<file path="src/sv/lph_pkg.sv">
// package: types, constants and hash helpers for the linear probe hash map
package lph_pkg;

  localparam int SlotsDef     = 64;
  localparam int KeyBytesDef  = 8;
  localparam int ValueBitsDef = 32;

  localparam logic [63:0] FnvOffset = 64'hCBF29CE484222325;
  localparam logic [63:0] FnvPrime  = 64'd1099511628211;
  localparam logic [63:0] HashTop   = 64'h8000000000000000;

  typedef enum logic [1:0] {
    REQ_PUT    = 2'd0,
    REQ_GET    = 2'd1,
    REQ_REMOVE = 2'd2,
    REQ_NONE   = 2'd3
  } req_t;

  typedef enum logic [1:0] {
    ST_OK     = 2'd0,
    ST_EXISTS = 2'd1,
    ST_ABSENT = 2'd2,
    ST_FULL   = 2'd3
  } status_t;

  typedef struct packed {
    logic [1:0]  req_type;
    logic [63:0] key;
    logic [31:0] value;
  } req_item_t;

  typedef struct packed {
    logic [1:0]  status;
    logic [31:0] read_value;
    logic [6:0]  entry_count;
  } res_item_t;

  // hashed request handed from front to back
  typedef struct packed {
    req_t        op;
    logic [63:0] key;
    logic [63:0] hash;
    logic [63:0] value;
  } job_t;

  typedef enum logic [1:0] {
    FE_IDLE,
    FE_HASH,
    FE_PUSH
  } fe_state_t;

  typedef enum logic [2:0] {
    BE_IDLE,
    BE_READ,
    BE_CHECK,
    BE_INSERT,
    BE_WRITE,
    BE_DONE
  } be_state_t;

endpackage

</file>
<file path="src/sv/lph_queue.sv">
// two-entry job queue between front and back ends
module lph_queue (
  input  logic          clk,
  input  logic          rst,
  input  logic          push,
  input  lph_pkg::job_t din,
  output logic          full,
  input  logic          pop,
  output logic          empty,
  output lph_pkg::job_t dout
);
  import lph_pkg::*;

  job_t mem [2];
  logic wp, rp;
  logic [1:0] cnt;

  assign full  = (cnt == 2'd2);
  assign empty = (cnt == 2'd0);
  assign dout  = mem[rp];

  always_ff @(posedge clk) begin
    if (rst) begin
      wp <= 1'b0;
      rp <= 1'b0;
      cnt <= 2'd0;
    end else begin
      if (push) wp <= ~wp;
      if (pop) rp <= ~rp;
      cnt <= cnt + {1'b0, push} - {1'b0, pop};
    end
  end

  always_ff @(posedge clk) begin
    if (push) mem[wp] <= din;
  end

endmodule

</file>
<file path="config.mk">
export PLATFORM = sky130hd
export DESIGN_NAME = lph_queue
export DESIGN_NICKNAME = d
export VERILOG_FILES = /design/src/sv/lph_pkg.sv /design/src/sv/lph_queue.sv
export SDC_FILE = /design/constraint.sdc
export NUM_CORES = 1
export LEC_CHECK = 0
export BUFFER_PORTS_ARGS = -buffer_cell sky130_fd_sc_hd__buf_2
export CAP_MARGIN = 20
export CORE_UTILIZATION = 53
export CTS_CLUSTER_SIZE = 16
export DETAILED_ROUTE_END_ITERATION = 8
export PLACE_DENSITY = 0.8
export SLEW_MARGIN = 10
export SYNTH_ARGS = -nofsm -noshare
export SYNTH_HDL_FRONTEND = slang
export SYNTH_SLANG_ARGS = --single-unit
</file>
<file path="constraint.sdc">
create_clock -name clk -period 10.51 [get_ports clk]
set_input_delay 0.5255 -clock clk [delete_from_list [all_inputs] [get_ports clk]]
set_output_delay 0.5255 -clock clk [all_outputs]
set_load 0.02 [all_outputs]
</file>
==> flow_metrics.env <==
export IMPL_layout_setup_ws_ps=6460
export IMPL_worst_setup_path_end_kind="output pin"
export IMPL_clkTransAtPathRegs_ps=60
export IMPL_synth_edf_count=388
export IMPL_drc_errors=0
export IMPL_p_int_mw=2.82
export IMPL_synth_top_cell_area_share=0.783
export IMPL_cts_max_level=2
export IMPL_yosysMostFrequentCell="edfxtp_1"
export IMPL_path_buf_inv=3
export IMPL_grt_pass1_wl_um=42400
export IMPL_gp_congestion=0.764
export IMPL_cp_common_cell="buf_4"
export IMPL_drive_gt1_frac=0.604
export IMPL_core_area_um2=27300
export IMPL_synth_simple_area_share=0.00294
export IMPL_postRouteAntennaNets=0
export IMPL_rsz0062_at_grt="false"
export IMPL_cts_sinks=393
export IMPL_peakVddDrop_mv=0.170
export IMPL_drt_initial_drc_count=624
export IMPL_place_ws_ps=6980
export IMPL_synth_area_um2=14900
export IMPL_port_buffers=393
export IMPL_maxCapViolCount=0
export IMPL_rows=60
export IMPL_grt_pass1_vias=7431
export IMPL_power_frac_seq=0.511
export IMPL_synth_seq_area_share=0.789
export IMPL_dr_pass1_iters=5
export IMPL_clkPwrFrac=0.357
export IMPL_die_w_um=170
export IMPL_synthMuxAreaShare=0.187
export IMPL_cts_tree="done"
export IMPL_fmax_ghz=0.247
export IMPL_ios=394
export IMPL_hold_buffers=0
export IMPL_vias=7338
export IMPL_utilization=0.675
export IMPL_finalNetCount=1245
export IMPL_ctsResizeCount=0
export IMPL_setup_viol=0
export IMPL_postSynthCellCount=625
export IMPL_die_area_um2=28800
export IMPL_critPathMaxFanout=56
export IMPL_syn_nets=825
export IMPL_netSwitchingPower_uw=836
export IMPL_synthTopCellsByCount="edfxtp_1 (388), mux2_4 (160), mux2_2 (34)"
export IMPL_antenna_found_initial=7
export IMPL_start_kind="register"
export IMPL_dp_cells=1376
export IMPL_synthAdderAreaFrac=0.00168
export IMPL_p_comb_frac=0.133
export IMPL_synth_area_top_cells="edfxtp_1 (78%), mux2_4 (16%), mux2_2 (2.6%), buf_6 (1.4%), dfxtp_1 (0.67%)"
export IMPL_min_path_type="input pin to register"
export IMPL_finalCritPeriodShare=0.386
export IMPL_synthXorXnorAreaFrac=0.00269
export IMPL_areaGrowthSynthToFinish_pct=23.5
export IMPL_cp_top_family="buffers and inverters"
export IMPL_slowest_stage="buf_4"
export IMPL_outcome="finished, final reports clean"
export IMPL_max_stage_delay_ps=880
export IMPL_finClkSkew_ps=12.2
export IMPL_worstSkewPairLatency_ps=500
export IMPL_dp_hpwl_um=19800
export IMPL_synth_compound_gate_area_share=0
export IMPL_placed_area_um2=17200
export IMPL_critPathKind="register to output pin"
export IMPL_ys_warn_count=0
export IMPL_ys_flop_type="edfxtp_1"
export IMPL_fin_area_um2=18400
export IMPL_critPathArrivalTime_ps=3530
export IMPL_die_h_um=170
export IMPL_worstMarginPinSlew_ps=1040
export IMPL_synthArstFlopShare=0
export IMPL_avgRoutedWirePerCell_um=20.2
export IMPL_grt_max_degree=77
export IMPL_period_needed_ps=4050
export IMPL_cts_inserted_buffers=39
export IMPL_p_per_area_nw_per_um2=199
export IMPL_grt_overflow=0
export IMPL_synth_cell_type_count=14
export IMPL_avgSynthCellArea_um2=23.8
export IMPL_yosys_area_top_type="edfxtp_1"
export IMPL_vias_per_cell=5.06
export IMPL_drv_slew=0
export IMPL_start_util=0.546
export IMPL_ys_ff_latch=393
export IMPL_synth_top_family_by_area="multiplexers"
export IMPL_max_slew_margin_rel=0.307
export IMPL_root_buffer="clkbuf_16"
export IMPL_wirelength_um=29200
export IMPL_final_cells=1449
export IMPL_leakage_nw=7.25
export IMPL_finalSetupTns_ps=0
export IMPL_postCtsSetupBuffers=0
export IMPL_cts_buffer_depth=3
export IMPL_path_cells="buf_4 -> buf_4 -> mux2_4 -> buf_2"
export IMPL_hold_viol_final=0
export IMPL_worstPathRequired_ps=9980
export IMPL_p_sw_frac=0.229
export IMPL_track_usage=0.197
==> metal layers <==
layer / global-route usage / wire length, µm
met1: 0.244 / 11400
met5: 0 / 37
met4: 0.0619 / 726
met3: 0.0641 / 2580
met2: 0.329 / 14500
==> cell families (layout without fill, tap and decap cells) <==
group / after synthesis / count (layout)
fa+ha+maj: 2 / 2
flops: 393 / 393
simple gates: 9 / 9
xor+xnor: 3 / 3
mux: 194 / 194
buf+inv: 24 / 471
other cells: 0 / 5
==> stage by stage <==
stage	total power, mW	hold WS, ps
after CTS	3.69	174
after global routing	3.77	176
final	3.66	201
after global placement	2.37	495
after detailed placement	2.39	521
after floorplan	2.25	480
==> final timing paths <==
| kind | slack, ps | end | cells after the start | startpoint |
|---|---|---|---|---|
| setup / recovery | 6460 | dout[107] | 4 | register |
| hold reg to reg | 530 | rp | 2 | rp |
| setup reg to reg | 7900 | mem[0][111] | 3 | wp |
| hold / removal | 200 | mem[0][16] | 1 | din[16] |
==> cell usage in the layout, fill, tap and decap left out <==
cell type / count
dfxtp_1: 4
dfxtp_4: 1
and2_4: 1
clkbuf_1: 9
clkinv_2: 4
xnor3_1: 1
diode_2: 5
ha_1: 2
inv_1: 2
nor2_1: 5
clkbuf_16: 41
clkbuf_8: 2
edfxtp_1: 388
xnor2_1: 2
nor2b_4: 1
mux2_4: 160
clkinv_4: 1
bufinv_16: 2
clkinv_1: 9
buf_2: 393
mux2_2: 34
nor2b_1: 2
buf_4: 8
==> power groups by stage <==
stage | Sequential (mW) | Clock (mW) | Combinational (mW)
2_1_floorplan | 1.91 | 0 | 0.341
3_3_place_gp | 1.89 | 0 | 0.477
3_5_place_dp | 1.90 | 0 | 0.486
4_1_cts | 1.87 | 1.33 | 0.489
5_1_grt | 1.87 | 1.39 | 0.511
6_report | 1.87 | 1.30 | 0.485
==> flip-flops by register name (all words and copies together) (netlist names), named ones only <==
signal and flops:
wp 1, cnt 2, rp 1, mem 388
==> cell type report <==
type / instances / area [µm²]
Clock inverter: 16 / 123
Tap cell: 372 / 465
Multi-Input combinational cell: 208 / 2900
Sequential cell: 393 / 11800
Clock buffer: 52 / 1090
Fill cell: 1780 / 8870
Inverter: 2 / 7.51
Antenna cell: 5 / 12.5
Timing Repair Buffer: 401 / 2030
Power figures use the tool's default switching activity.
