### config.mk
export PLATFORM = sky130hd
export DESIGN_NAME = lph_front
export DESIGN_NICKNAME = d
export VERILOG_FILES = /design/src/sv/lph_pkg.sv /design/src/sv/lph_front.sv
export SDC_FILE = /design/constraint.sdc
export NUM_CORES = 1
export LEC_CHECK = 0
export ABC_AREA = 1
export BUFFER_PORTS_ARGS = -buffer_cell sky130_fd_sc_hd__buf_2
export CAP_MARGIN = 25
export CORE_MARGIN = 10
export CORE_UTILIZATION = 60
export CTS_CLUSTER_DIAMETER = 40
export DETAILED_ROUTE_END_ITERATION = 12
export PLACE_DENSITY = 0.83
export SETUP_SLACK_MARGIN = 0.1
export SLEW_MARGIN = 20
export SYNTH_ARGS = -nofsm -noshare
export SYNTH_HDL_FRONTEND = slang
export SYNTH_SLANG_ARGS = --single-unit
### constraint.sdc
create_clock -name clk -period 5.8 [get_ports clk]
set_input_delay 1.16 -clock clk [delete_from_list [all_inputs] [get_ports clk]]
set_output_delay 1.16 -clock clk [all_outputs]
set_load 0.02 [all_outputs]
### src/sv/lph_pkg.sv
// package: types, constants and hash helpers for the linear probe hash map
package lph_pkg;

  localparam int SlotsDef     = 64;
  localparam int KeyBytesDef  = 8;
  localparam int ValueBitsDef = 32;

  localparam logic [63:0] FnvOffset = 64'hCBF29CE484222325;
  localparam logic [63:0] FnvPrime  = 64'd1099511628211;
  localparam logic [63:0] HashTop   = 64'h8000000000000000;

  typedef enum logic [1:0] {
    REQ_PUT    = 2'd0,
    REQ_GET    = 2'd1,
    REQ_REMOVE = 2'd2,
    REQ_NONE   = 2'd3
  } req_t;

  typedef enum logic [1:0] {
    ST_OK     = 2'd0,
    ST_EXISTS = 2'd1,
    ST_ABSENT = 2'd2,
    ST_FULL   = 2'd3
  } status_t;

  typedef struct packed {
    logic [1:0]  req_type;
    logic [63:0] key;
    logic [31:0] value;
  } req_item_t;

  typedef struct packed {
    logic [1:0]  status;
    logic [31:0] read_value;
    logic [6:0]  entry_count;
  } res_item_t;

  // hashed request handed from front to back
  typedef struct packed {
    req_t        op;
    logic [63:0] key;
    logic [63:0] hash;
    logic [63:0] value;
  } job_t;

  typedef enum logic [1:0] {
    FE_IDLE,
    FE_HASH,
    FE_PUSH
  } fe_state_t;

  typedef enum logic [2:0] {
    BE_IDLE,
    BE_READ,
    BE_CHECK,
    BE_INSERT,
    BE_WRITE,
    BE_DONE
  } be_state_t;

endpackage

### src/sv/lph_front.sv
// front end: accepts requests, cuts the key and computes the fnv-1a hash one byte a cycle
module lph_front #(
  parameter int KEY_BYTES  = lph_pkg::KeyBytesDef,
  parameter int VALUE_BITS = lph_pkg::ValueBitsDef
) (
  input  logic              clk,
  input  logic              rst,
  input  logic              start,
  input  lph_pkg::req_item_t req,
  output logic              front_busy,
  output logic              push,
  output lph_pkg::job_t     job,
  input  logic              q_full
);
  import lph_pkg::*;

  localparam int BW = (KEY_BYTES > 1) ? $clog2(KEY_BYTES + 1) : 1;

  fe_state_t state, state_next;
  logic [63:0] key_reg;
  logic [63:0] kept;
  logic [63:0] hash;
  logic [63:0] value_reg;
  req_t        op_reg;
  logic [BW-1:0] idx;
  logic [7:0]  cur_byte;
  logic        done_bytes;
  logic [63:0] mask;
  logic [63:0] mix;

  assign mask = (VALUE_BITS >= 64) ? {64{1'b1}} : ((64'd1 << VALUE_BITS) - 64'd1);
  assign cur_byte   = key_reg[8*idx +: 8];
  assign done_bytes = (idx == BW'(KEY_BYTES)) || (cur_byte == 8'd0);
  assign mix        = hash ^ {56'd0, cur_byte};

  always_comb begin
    state_next = state;
    unique case (state)
      FE_IDLE: if (start) state_next = FE_HASH;
      FE_HASH: if (done_bytes) state_next = FE_PUSH;
      FE_PUSH: if (!q_full) state_next = FE_IDLE;
      default: state_next = FE_IDLE;
    endcase
  end

  always_ff @(posedge clk) begin
    if (rst) begin
      state <= FE_IDLE;
    end else begin
      state <= state_next;
    end
  end

  // prime is 2^40 + 0x1b3, so the product is a sum of shifted copies
  always_ff @(posedge clk) begin
    if (state == FE_IDLE && start) begin
      key_reg   <= req.key;
      value_reg <= {32'd0, req.value} & mask;
      op_reg    <= req_t'(req.req_type);
      kept      <= '0;
      hash      <= FnvOffset;
      idx       <= '0;
    end else if (state == FE_HASH && !done_bytes) begin
      hash <= (mix << 40) + (mix << 8) + (mix << 7) + (mix << 5) + (mix << 4)
            + (mix << 1) + mix;
      kept[8*idx +: 8] <= cur_byte;
      idx  <= idx + BW'(1);
    end
  end

  assign front_busy = (state != FE_IDLE);
  assign push       = (state == FE_PUSH) && !q_full;
  assign job.op     = op_reg;
  assign job.key    = kept;
  assign job.hash   = hash | HashTop;
  assign job.value  = value_reg;

endmodule

==> results of run 1 <==
-- worst max-delay path by stage --
stage / end / slack [ps] / start
after floorplan: hash[29] / 750 / idx[0]
after global placement: hash[33] / 390 / idx[0]
after detailed placement: hash[33] / 280 / idx[0]
after CTS: hash[33] / 200 / idx[0]
after global routing: hash[58] / 70 / idx[0]
final: hash[48] / 330 / idx[0]
-- per-stage QoR --
| step | utilization | area (um2) | setup WS, ps | instances |
|---|---|---|---|---|
| final | 0.6934 | 23950 | 332.9 | 3380 |
| after global routing | 0.6934 | 23950 | 69.57 | 3380 |
| after CTS | 0.6915 | 23890 | 198.7 | 3379 |
| after detailed placement | 0.6495 | 22440 | 277.3 | 3304 |
| after global placement | 0.6489 | 22420 | 386.0 | 3303 |
| after floorplan | - | 21140 | 749.7 | 2681 |
-- cell usage after synthesis (3+ instances only) --
| library cell | count | area [um2] |
|---|---|---|
| sky130_fd_sc_hd__nand2_1 | 748 | 2808 |
| sky130_fd_sc_hd__inv_1 | 429 | 1610 |
| sky130_fd_sc_hd__nor2_1 | 283 | 1062 |
| sky130_fd_sc_hd__fa_1 | 240 | 4805 |
| sky130_fd_sc_hd__dfxtp_1 | 133 | 2663 |
| sky130_fd_sc_hd__nand3_1 | 127 | 635.6 |
| sky130_fd_sc_hd__ha_1 | 115 | 1439 |
| sky130_fd_sc_hd__a21oi_1 | 108 | 540.5 |
| sky130_fd_sc_hd__buf_4 | 98 | 735.7 |
| sky130_fd_sc_hd__edfxtp_1 | 98 | 2943 |
| sky130_fd_sc_hd__o21ai_0 | 51 | 255.2 |
| sky130_fd_sc_hd__nand4_1 | 44 | 275.3 |
| sky130_fd_sc_hd__xor2_1 | 38 | 332.8 |
| sky130_fd_sc_hd__xnor2_1 | 21 | 183.9 |
| sky130_fd_sc_hd__clkbuf_1 | 18 | 67.56 |
| sky130_fd_sc_hd__buf_2 | 17 | 85.08 |
| sky130_fd_sc_hd__nor3_1 | 17 | 85.08 |
| sky130_fd_sc_hd__o21bai_1 | 12 | 90.09 |
| sky130_fd_sc_hd__buf_6 | 10 | 112.6 |
| sky130_fd_sc_hd__nand3_2 | 9 | 90.09 |
| sky130_fd_sc_hd__nor4_1 | 5 | 31.28 |
| sky130_fd_sc_hd__and2_1 | 4 | 25.02 |
| sky130_fd_sc_hd__buf_1 | 4 | 15.01 |
| sky130_fd_sc_hd__inv_2 | 4 | 15.01 |
| sky130_fd_sc_hd__nor2_2 | 3 | 18.77 |
-- worst register-to-register path, cell delays in order, from the launching register on --
cell,delay [ps]
sky130_fd_sc_hd__dfxtp_2,370
sky130_fd_sc_hd__inv_6,230
sky130_fd_sc_hd__nand2_1,180
sky130_fd_sc_hd__nand2_1,120
sky130_fd_sc_hd__nand2_1,50
sky130_fd_sc_hd__nand3_1,90
sky130_fd_sc_hd__nand3_2,180
sky130_fd_sc_hd__xnor2_1,250
sky130_fd_sc_hd__inv_1,150
sky130_fd_sc_hd__fa_1,510
sky130_fd_sc_hd__inv_1,60
sky130_fd_sc_hd__fa_1,460
sky130_fd_sc_hd__fa_1,490
sky130_fd_sc_hd__ha_1,310
sky130_fd_sc_hd__ha_1,360
sky130_fd_sc_hd__nand2_1,120
sky130_fd_sc_hd__nor2_1,240
sky130_fd_sc_hd__nand3_1,100
sky130_fd_sc_hd__nand2_1,220
sky130_fd_sc_hd__nand2_1,90
sky130_fd_sc_hd__nand2_1,120
sky130_fd_sc_hd__nand2_1,180
sky130_fd_sc_hd__nand3_1,130
sky130_fd_sc_hd__nand2_1,60
sky130_fd_sc_hd__a21oi_1,220
sky130_fd_sc_hd__nor2_1,70
-- routing by layer --
layer	vias to the layer above	track usage
met5	-	0
met1	8723	0.3778
li1	8542	-
met3	221	0.07085
met2	889	0.5445
met4	0	0.1739
-- cell families (layout without fill, tap and decap cells) --
logic type | count (synthesis) | count (layout) | share of synthesized area
and+or+nand+nor | 1246 | 1246 | 0.2418
adders and majority gates | 355 | 355 | 0.2970
DFF | 231 | 231 | 0.2666
xor gates and xnor gates | 59 | 59 | 0.02458
buffers and inverters | 582 | 826 | 0.1262
other | 2 | 33 | 0.0003572
AOI/OAI and AO/OA | 175 | 175 | 0.04344
-- area by class of cell --
type	instances	area share
tap	455	0.02377
sequential	231	0.2341
clock inverter	29	0.01520
clock buffer	46	0.04529
multi-input combinational	1868	0.5398
timing repair buffer	316	0.07335
inverter	435	0.06849
-- repair_timing --
item / 4_1_cts / 5_1_grt
setup endpoints to repair: 0 / 24
buffers inserted: 0 / 0
endpoints found under the hold margin: 0 / 0
gates resized for setup: 0 / 9
==> results.cfg, run 1 <==
[finish]
syn2layout_area_growth_pct = 13.92
final_cell_mix = sky130_fd_sc_hd__nand2_1 (746), sky130_fd_sc_hd__inv_1 (427), sky130_fd_sc_hd__nor2_1 (280)
mostFrequentLayoutCell = sky130_fd_sc_hd__nand2_1
n_antenna_cell = 0
nFillCells = 2832
fin_nets = 3350
drive_gt1_frac = 0.1443
multi_input_comb_area_um2 = 12930
layout.area.seq_um2 = 5607

[drt]
drt-vias-per-instance = 5.436
vias = 18375
starting_drt_drc_count = 1502
top_layer = met4
met2RoutedLength_um = 34080
antenna_nets_post_route = 0
route.met3.wl_um = 5742
remaining_drc_errors = 0
detail_route.wirelength_um = 70180
routedLengthMet1_um = 26150
drt-pass1-iter-count = 6
wl_per_cell_um = 20.76

[worst_setup_path]
crit_path_top_delay_cell = sky130_fd_sc_hd__fa_1
cell_depth_of_the_worst_flop_to_flop_path = 25
rr_startpoint = idx[0]
critical_path.endpoint_type = flip-flop
r2r_setup_slk_ps = 330
worst_path_most_repeated_cell = sky130_fd_sc_hd__nand2_1
cp_num_buf_inv = 3
critical_path.reg2reg.endpoint = hash[48]
worst_path_dominant_cell_family = adder cells
cp_num_cells = 25
worst-endpoint-arrival_ps = 5900
maximum_fanout_along_the_worst_path = 37
critPathLaunchType = flip-flop
timing.critical_path.required_ps = 6240
critical_path_class = reg2reg
cpPeakStageDelay_ps = 510

[hold_path]
worst_hold_class = reg2reg
holdPathEnd = kept[33]
min_path_cells = 2
min_delay_startpoint = kept[33]

[global_routing]
overflow = 0
number_of_antenna_violations_at_the_first_check_in_global_routing = 0
grt_pass1_vias = 19089
grt_pass1_wl_um = 109900
grt_max_degree = 87
gr-usage-all-layers = 0.3230

[die]
design.portCount = 298
initial_core_util = 0.6086
core_area_um2 = 34540
dieHeight_um = 207.2
area_of_the_die_um2 = 42930
placementRows = 68
die_w_um = 207.2

[yosys]
ys_types = 35
synth-warning-count = 0
cell_area_after_synthesis_um2 = 21020
synthesis_stage_register_bit_count = 231
synth_ff_type = sky130_fd_sc_hd__dfxtp_1
synth_area_per_cell_um2 = 7.934
post_synth_edffs = 98
synth-async-reset-ratio = 0
syn-instance-count = 2650
synth.yosys.seq_area_share = 0.2666

[placement]
post-dp-hpwl_um = 56610
finalWeightedCongestion = 0.9933
port_buffers = 264

[sta]
report.final.setup_viol = 0
timing.setup.tns_ps = 0
timing.clock.skew_ps = 23.31
final-hold-violation-count = 0
slew-limit-headroom = 0.4141
maxSlewViolCount = 0
timing_worst_slew_pin_value_ps = 877.7
post-route-period-util = 0.9426
max_freq_mhz = 182.9
grt_setup_unrepaired = yes
fin_hold_ws_ps = 475.6
layout_min_cycle_time_ps = 5467

[clocking]
cts.sink_count = 231
number_of_clock_buffers_inserted_by_tritoncts = 41
cts_root_buffer = sky130_fd_sc_hd__clkbuf_16
tritoncts = built
clkSlewWorstSetupHoldPaths_ps = 60
worst_skew_pair.late_latency_ps = 560
cts_htree_levels = 2
total_of_hold_buffers_inserted_after_clock_tree_synthesis = 0
clockBufferDepth = 3

[run_status]
status = finished clean

[job]
max_cap_viols = 0
Power of run 1 is not shown: default switching activity piles up to over one toggle a cycle in this logic, so the estimate is an artifact.
==> run 2: changes to the inputs <==
--- a/config.mk
+++ b/config.mk
@@ -8,11 +8,13 @@
 export ABC_AREA = 1
 export BUFFER_PORTS_ARGS = -buffer_cell sky130_fd_sc_hd__buf_2
 export CAP_MARGIN = 25
+export CELL_PAD_IN_SITES_DETAIL_PLACEMENT = 0
+export CELL_PAD_IN_SITES_GLOBAL_PLACEMENT = 1
 export CORE_MARGIN = 10
-export CORE_UTILIZATION = 60
+export CORE_UTILIZATION = 44
 export CTS_CLUSTER_DIAMETER = 40
 export DETAILED_ROUTE_END_ITERATION = 12
-export PLACE_DENSITY = 0.83
+export PLACE_DENSITY_LB_ADDON = 0.1
 export SETUP_SLACK_MARGIN = 0.1
 export SLEW_MARGIN = 20
 export SYNTH_ARGS = -nofsm -noshare
==> run 2 against run 1 <==
Flip-flop and latch count is the same. Count of clock-buffer cells in the layout grew 14. Design area grew 3.4%. Setup slack gained 81 ps. Critical path type unchanged. Critical endpoint is now hash[57].
==> results.cfg, run 2 (synthesis gave the netlist of run 1 again) <==
[run_status]
status = finished clean

[worst_setup_path]
critical_path.endpoint_type = flip-flop
critPathLaunchType = flip-flop
r2r_setup_slk_ps = 410
critical_path_class = reg2reg
cpPeakStageDelay_ps = 510
critical_path.reg2reg.endpoint = hash[57]
worst-endpoint-arrival_ps = 5870
maximum_fanout_along_the_worst_path = 14
timing.critical_path.required_ps = 6280
worst_path_most_repeated_cell = sky130_fd_sc_hd__nand2_1
rr_startpoint = idx[3]
crit_path_top_delay_cell = sky130_fd_sc_hd__inv_1
cell_depth_of_the_worst_flop_to_flop_path = 21
crit_path_cell_trace = inv_1 -> nand3_2 -> xnor2_1 -> inv_1 -> fa_1 -> inv_1 -> fa_1 -> fa_1 -> ha_1 -> ha_1 -> nand2_1 -> nor2_1 -> nand2_1 -> nor2_1 -> nand2_1 -> nand3_1 -> nand3_1 -> nand3_1 -> nand2_1 -> nand3_1 -> nand2_1

[sta]
timing.clock.skew_ps = 29.05
fin_ws_ps = 413.6
grt_setup_unrepaired = no
timing.setup.tns_ps = 0
max_freq_mhz = 185.7
slew-limit-headroom = 0.4621
final-hold-violation-count = 0
post-route-period-util = 0.9287
layout_min_cycle_time_ps = 5386
maxSlewViolCount = 0
timing_worst_slew_pin_value_ps = 805.8
report.final.setup_viol = 0

[finish]
fin_nets = 3353
fin_cells = 3556
drive_gt1_frac = 0.1503
nFillCells = 4618
final_cell_mix = sky130_fd_sc_hd__nand2_1 (745), sky130_fd_sc_hd__inv_1 (425), sky130_fd_sc_hd__nor2_1 (279)
layout.area.seq_um2 = 5609
multi_input_comb_area_um2 = 12970
mostFrequentLayoutCell = sky130_fd_sc_hd__nand2_1
final_cell_area_um2 = 24780
n_antenna_cell = 0
syn2layout_area_growth_pct = 17.84

[die]
die_w_um = 238.6
design.portCount = 298
placementRows = 80
dieHeight_um = 238.6
core_area_um2 = 47450
initial_core_util = 0.4431
area_of_the_die_um2 = 56930

[clocking]
clkSlewWorstSetupHoldPaths_ps = 50
tritoncts = built
cts_root_buffer = sky130_fd_sc_hd__clkbuf_16
number_of_clock_buffers_inserted_by_tritoncts = 53
total_of_hold_buffers_inserted_after_clock_tree_synthesis = 0
clockBufferDepth = 3
cts_htree_levels = 2
cts.sink_count = 231
worst_skew_pair.late_latency_ps = 610

[placement]
post-dp-hpwl_um = 56810
worst_slack_placed_ps = 179.5
numPlacedInstances = 3455
port_buffers = 264
finalWeightedCongestion = 0.9413
dpl_cell_area_um2 = 22560

[drt]
starting_drt_drc_count = 1150
antenna_nets_post_route = 0
detail_route.wirelength_um = 70380
remaining_drc_errors = 0
vias = 17675
drt-pass1-iter-count = 6
drt-vias-per-instance = 4.970
wl_per_cell_um = 19.79

[global_routing]
grt_pass1_vias = 18182
number_of_antenna_violations_at_the_first_check_in_global_routing = 3
grt_max_degree = 91
overflow = 0
grt_pass1_wl_um = 108900
gr-usage-all-layers = 0.2486

[hold_path]
min_delay_startpoint = kept[39]
worst_hold_class = reg2reg
min_path_cells = 2
holdPathEnd = kept[39]

[job]
max_cap_viols = 0
## run 2: metal layers
metal / routed length, um / track usage
met2: 31970 / 0.3895
met4: 1397 / 0.05903
met1: 31780 / 0.3426
met5: 29 / 0
met3: 5196 / 0.05613
## run 2: layout make-up
type,instances,area share
clock buffers,60,0.05621
well taps,615,0.03106
repair buffers,307,0.06813
clock inverters,40,0.02818
multi-input cells,1868,0.5236
flip-flops and latches,231,0.2264
inverters,435,0.06646
## run 2: worst max path at each step
stage	start	to	slack, ps	cells past startpoint
after detailed placement	idx[0]	hash[56]	180	25
after CTS	idx[0]	hash[56]	140	25
after global placement	idx[0]	hash[56]	220	25
after floorplan	idx[0]	hash[29]	750	26
final	idx[3]	hash[57]	410	21
after global routing	idx[3]	hash[57]	110	21
## run 2: stage by stage
stage | hold WS [ps] | util
final | 457.0 | 0.5222
after CTS | 460.5 | 0.5195
after floorplan | 481.4 | -
after global routing | 479.7 | 0.5222
after detailed placement | 451.9 | 0.4755
after global placement | 452.2 | 0.4754
## run 2: critical path, delay by kind of cell, from the launching register on
family | cells | cell delay [ps]
adders and majority gates | 5 | 2160
and+or+nand+nor | 12 | 1780
buffers and inverters | 3 | 750
DFF | 1 | 300
xor gates and xnor gates | 1 | 290
## run 2: timing repair
item	in CTS	in global routing
endpoints found under the setup margin	0	38
buffers inserted	0	0
resized for setup	0	23
Power of run 2 is left out for the same reason.
==> run 3: changes to the inputs <==
--- a/config.mk
+++ b/config.mk
@@ -10,8 +10,8 @@
 export CAP_MARGIN = 25
 export CELL_PAD_IN_SITES_DETAIL_PLACEMENT = 0
 export CELL_PAD_IN_SITES_GLOBAL_PLACEMENT = 1
-export CORE_MARGIN = 10
-export CORE_UTILIZATION = 44
+export CORE_MARGIN = 2
+export CORE_UTILIZATION = 43
 export CTS_CLUSTER_DIAMETER = 40
 export DETAILED_ROUTE_END_ITERATION = 12
 export PLACE_DENSITY_LB_ADDON = 0.1
==> run 3 against run 2 <==
Die area is 11% lower. Global-route usage is 2.3 points higher. Count of clock-buffer cells in the layout is 4 higher. Highest routed layer unchanged.
==> results.cfg, run 3 (synthesis gave the netlist of run 1 again) <==
[worst_setup_path]
crit_path_top_delay_cell = sky130_fd_sc_hd__fa_1
maximum_fanout_along_the_worst_path = 25
worst_path_most_repeated_cell = sky130_fd_sc_hd__nand2_1
worst-endpoint-arrival_ps = 5870
worst_path_dominant_cell_family = adder cells
critPathLaunchType = flip-flop
crit_path_cell_trace = buf_6 -> nand3_1 -> nand3_1 -> nand3_2 -> xnor2_1 -> buf_4 -> fa_1 -> inv_1 -> fa_1 -> inv_1 -> fa_1 -> ha_1 -> ha_1 -> nand2_1 -> nor3_1 -> nand2_1 -> nand2_1 -> nand2_1 -> nand2_1 -> nand2_1 -> nand3_1 -> nand2_1 -> nand3_1 -> nand2_1
cell_depth_of_the_worst_flop_to_flop_path = 24
timing.critical_path.from = idx[1]
critical_path.reg2reg.endpoint = hash[59]
cpPeakStageDelay_ps = 560
critical_path.endpoint_type = flip-flop
r2r_setup_slk_ps = 400
timing.critical_path.required_ps = 6270
critical_path_class = reg2reg
cp_num_buf_inv = 4
rr_startpoint = idx[1]

[drt]
antenna_nets_post_route = 0
drt-vias-per-instance = 4.947
remaining_drc_errors = 0
wl_per_cell_um = 18.97
vias = 17612
starting_drt_drc_count = 1306
detail_route.wirelength_um = 67520
drt-pass1-iter-count = 5

[clocking]
tritoncts = built
cts_root_buffer = sky130_fd_sc_hd__clkbuf_16
cts.sink_count = 231
clockBufferDepth = 3
number_of_clock_buffers_inserted_by_tritoncts = 48
cts_htree_levels = 2
clkSlewWorstSetupHoldPaths_ps = 60
worst_skew_pair.late_latency_ps = 590

[die]
initial_core_util = 0.4322
die_w_um = 225.1
placementRows = 81
design.portCount = 298
area_of_the_die_um2 = 50680
dieHeight_um = 225.1
core_area_um2 = 48650

[sta]
max_freq_mhz = 185.1
fin_hold_ws_ps = 458.7
report.final.setup_viol = 0
timing_worst_slew_pin_value_ps = 1094
maxSlewViolCount = 0
grt_setup_unrepaired = yes
slew-limit-headroom = 0.2705
timing.clock.skew_ps = 28.19
layout_min_cycle_time_ps = 5403
final-hold-violation-count = 0
post-route-period-util = 0.9315

[run_status]
status = finished clean

[hold_path]
holdPathEnd = kept[35]
min_delay_startpoint = kept[35]
min_path_cells = 2
worst_hold_class = reg2reg

[job]
max_cap_viols = 0

[global_routing]
grt_pass1_wl_um = 104000
grt_pass1_vias = 17714
number_of_antenna_violations_at_the_first_check_in_global_routing = 1
gr-usage-all-layers = 0.2716
grt_max_degree = 87
overflow = 0

[finish]
mostFrequentLayoutCell = sky130_fd_sc_hd__nand2_1
fin_nets = 3358
syn2layout_area_growth_pct = 15.92
final_cell_mix = sky130_fd_sc_hd__nand2_1 (747), sky130_fd_sc_hd__inv_1 (424), sky130_fd_sc_hd__nor2_1 (280)
drive_gt1_frac = 0.1474
nFillCells = 4880
n_antenna_cell = 0

[placement]
finalWeightedCongestion = 0.9410
post-dp-hpwl_um = 54700
port_buffers = 264
==> run 3: how the worst max path moves through the flow <==
stage,slack [ps],endpoint,cells after the start
floorplan,750,hash[29],26
global placement,-70,hash[57],26
detailed placement,-60,hash[57],26
CTS,180,hash[57],26
global route,70,hash[59],28
finish,400,hash[59],24
==> run 3: layer usage <==
layer  routed length [um]  track usage
met1                31620       0.3962
met2                30190       0.4205
met3                 4492      0.04915
met4                 1197      0.05982
met5                   13            0
==> run 3: final cells by class <==
| class | count | area [um2] | area share |
|---|---|---|---|
| multi-input combinational | 1868 | 12920 | 0.5301 |
| timing repair buffer | 317 | 1752 | 0.07188 |
| inverter | 435 | 1650 | 0.06772 |
| sequential | 231 | 5609 | 0.2302 |
| clock inverter | 23 | 289.0 | 0.01186 |
| tap | 622 | 778.2 | 0.03193 |
| clock buffer | 64 | 1373 | 0.05632 |
==> run 3: tightest hold or removal path: stages, from the launching register on <==
cell and delay (ps):
sky130_fd_sc_hd__dfxtp_1 300, sky130_fd_sc_hd__nand2_1 60, sky130_fd_sc_hd__a21oi_1 50
==> run 3: through the flow <==
step | TNS (ps) | utilization | worst slack (ps) | cells | instance area (um2)
after global routing | 0 | 0.5010 | 74.09 | 3560 | 24370
final | 0 | 0.5010 | 397.4 | 3560 | 24370
after detailed placement | -64.88 | 0.4649 | -64.88 | 3469 | 22620
after CTS | 0 | 0.4992 | 178.2 | 3556 | 24280
after floorplan | 0 | - | 749.7 | 2681 | 21140
after global placement | -66.64 | 0.4649 | -66.64 | 3469 | 22620
==> run 3: timing repair <==
action                     in CTS  in global routing
hold buffers                    0                  0
resized for setup               2                 12
setup endpoints to repair       4                 35
pin swaps                       0                  0
setup buffers                   0                  4
Power of run 3 is left out for the same reason.
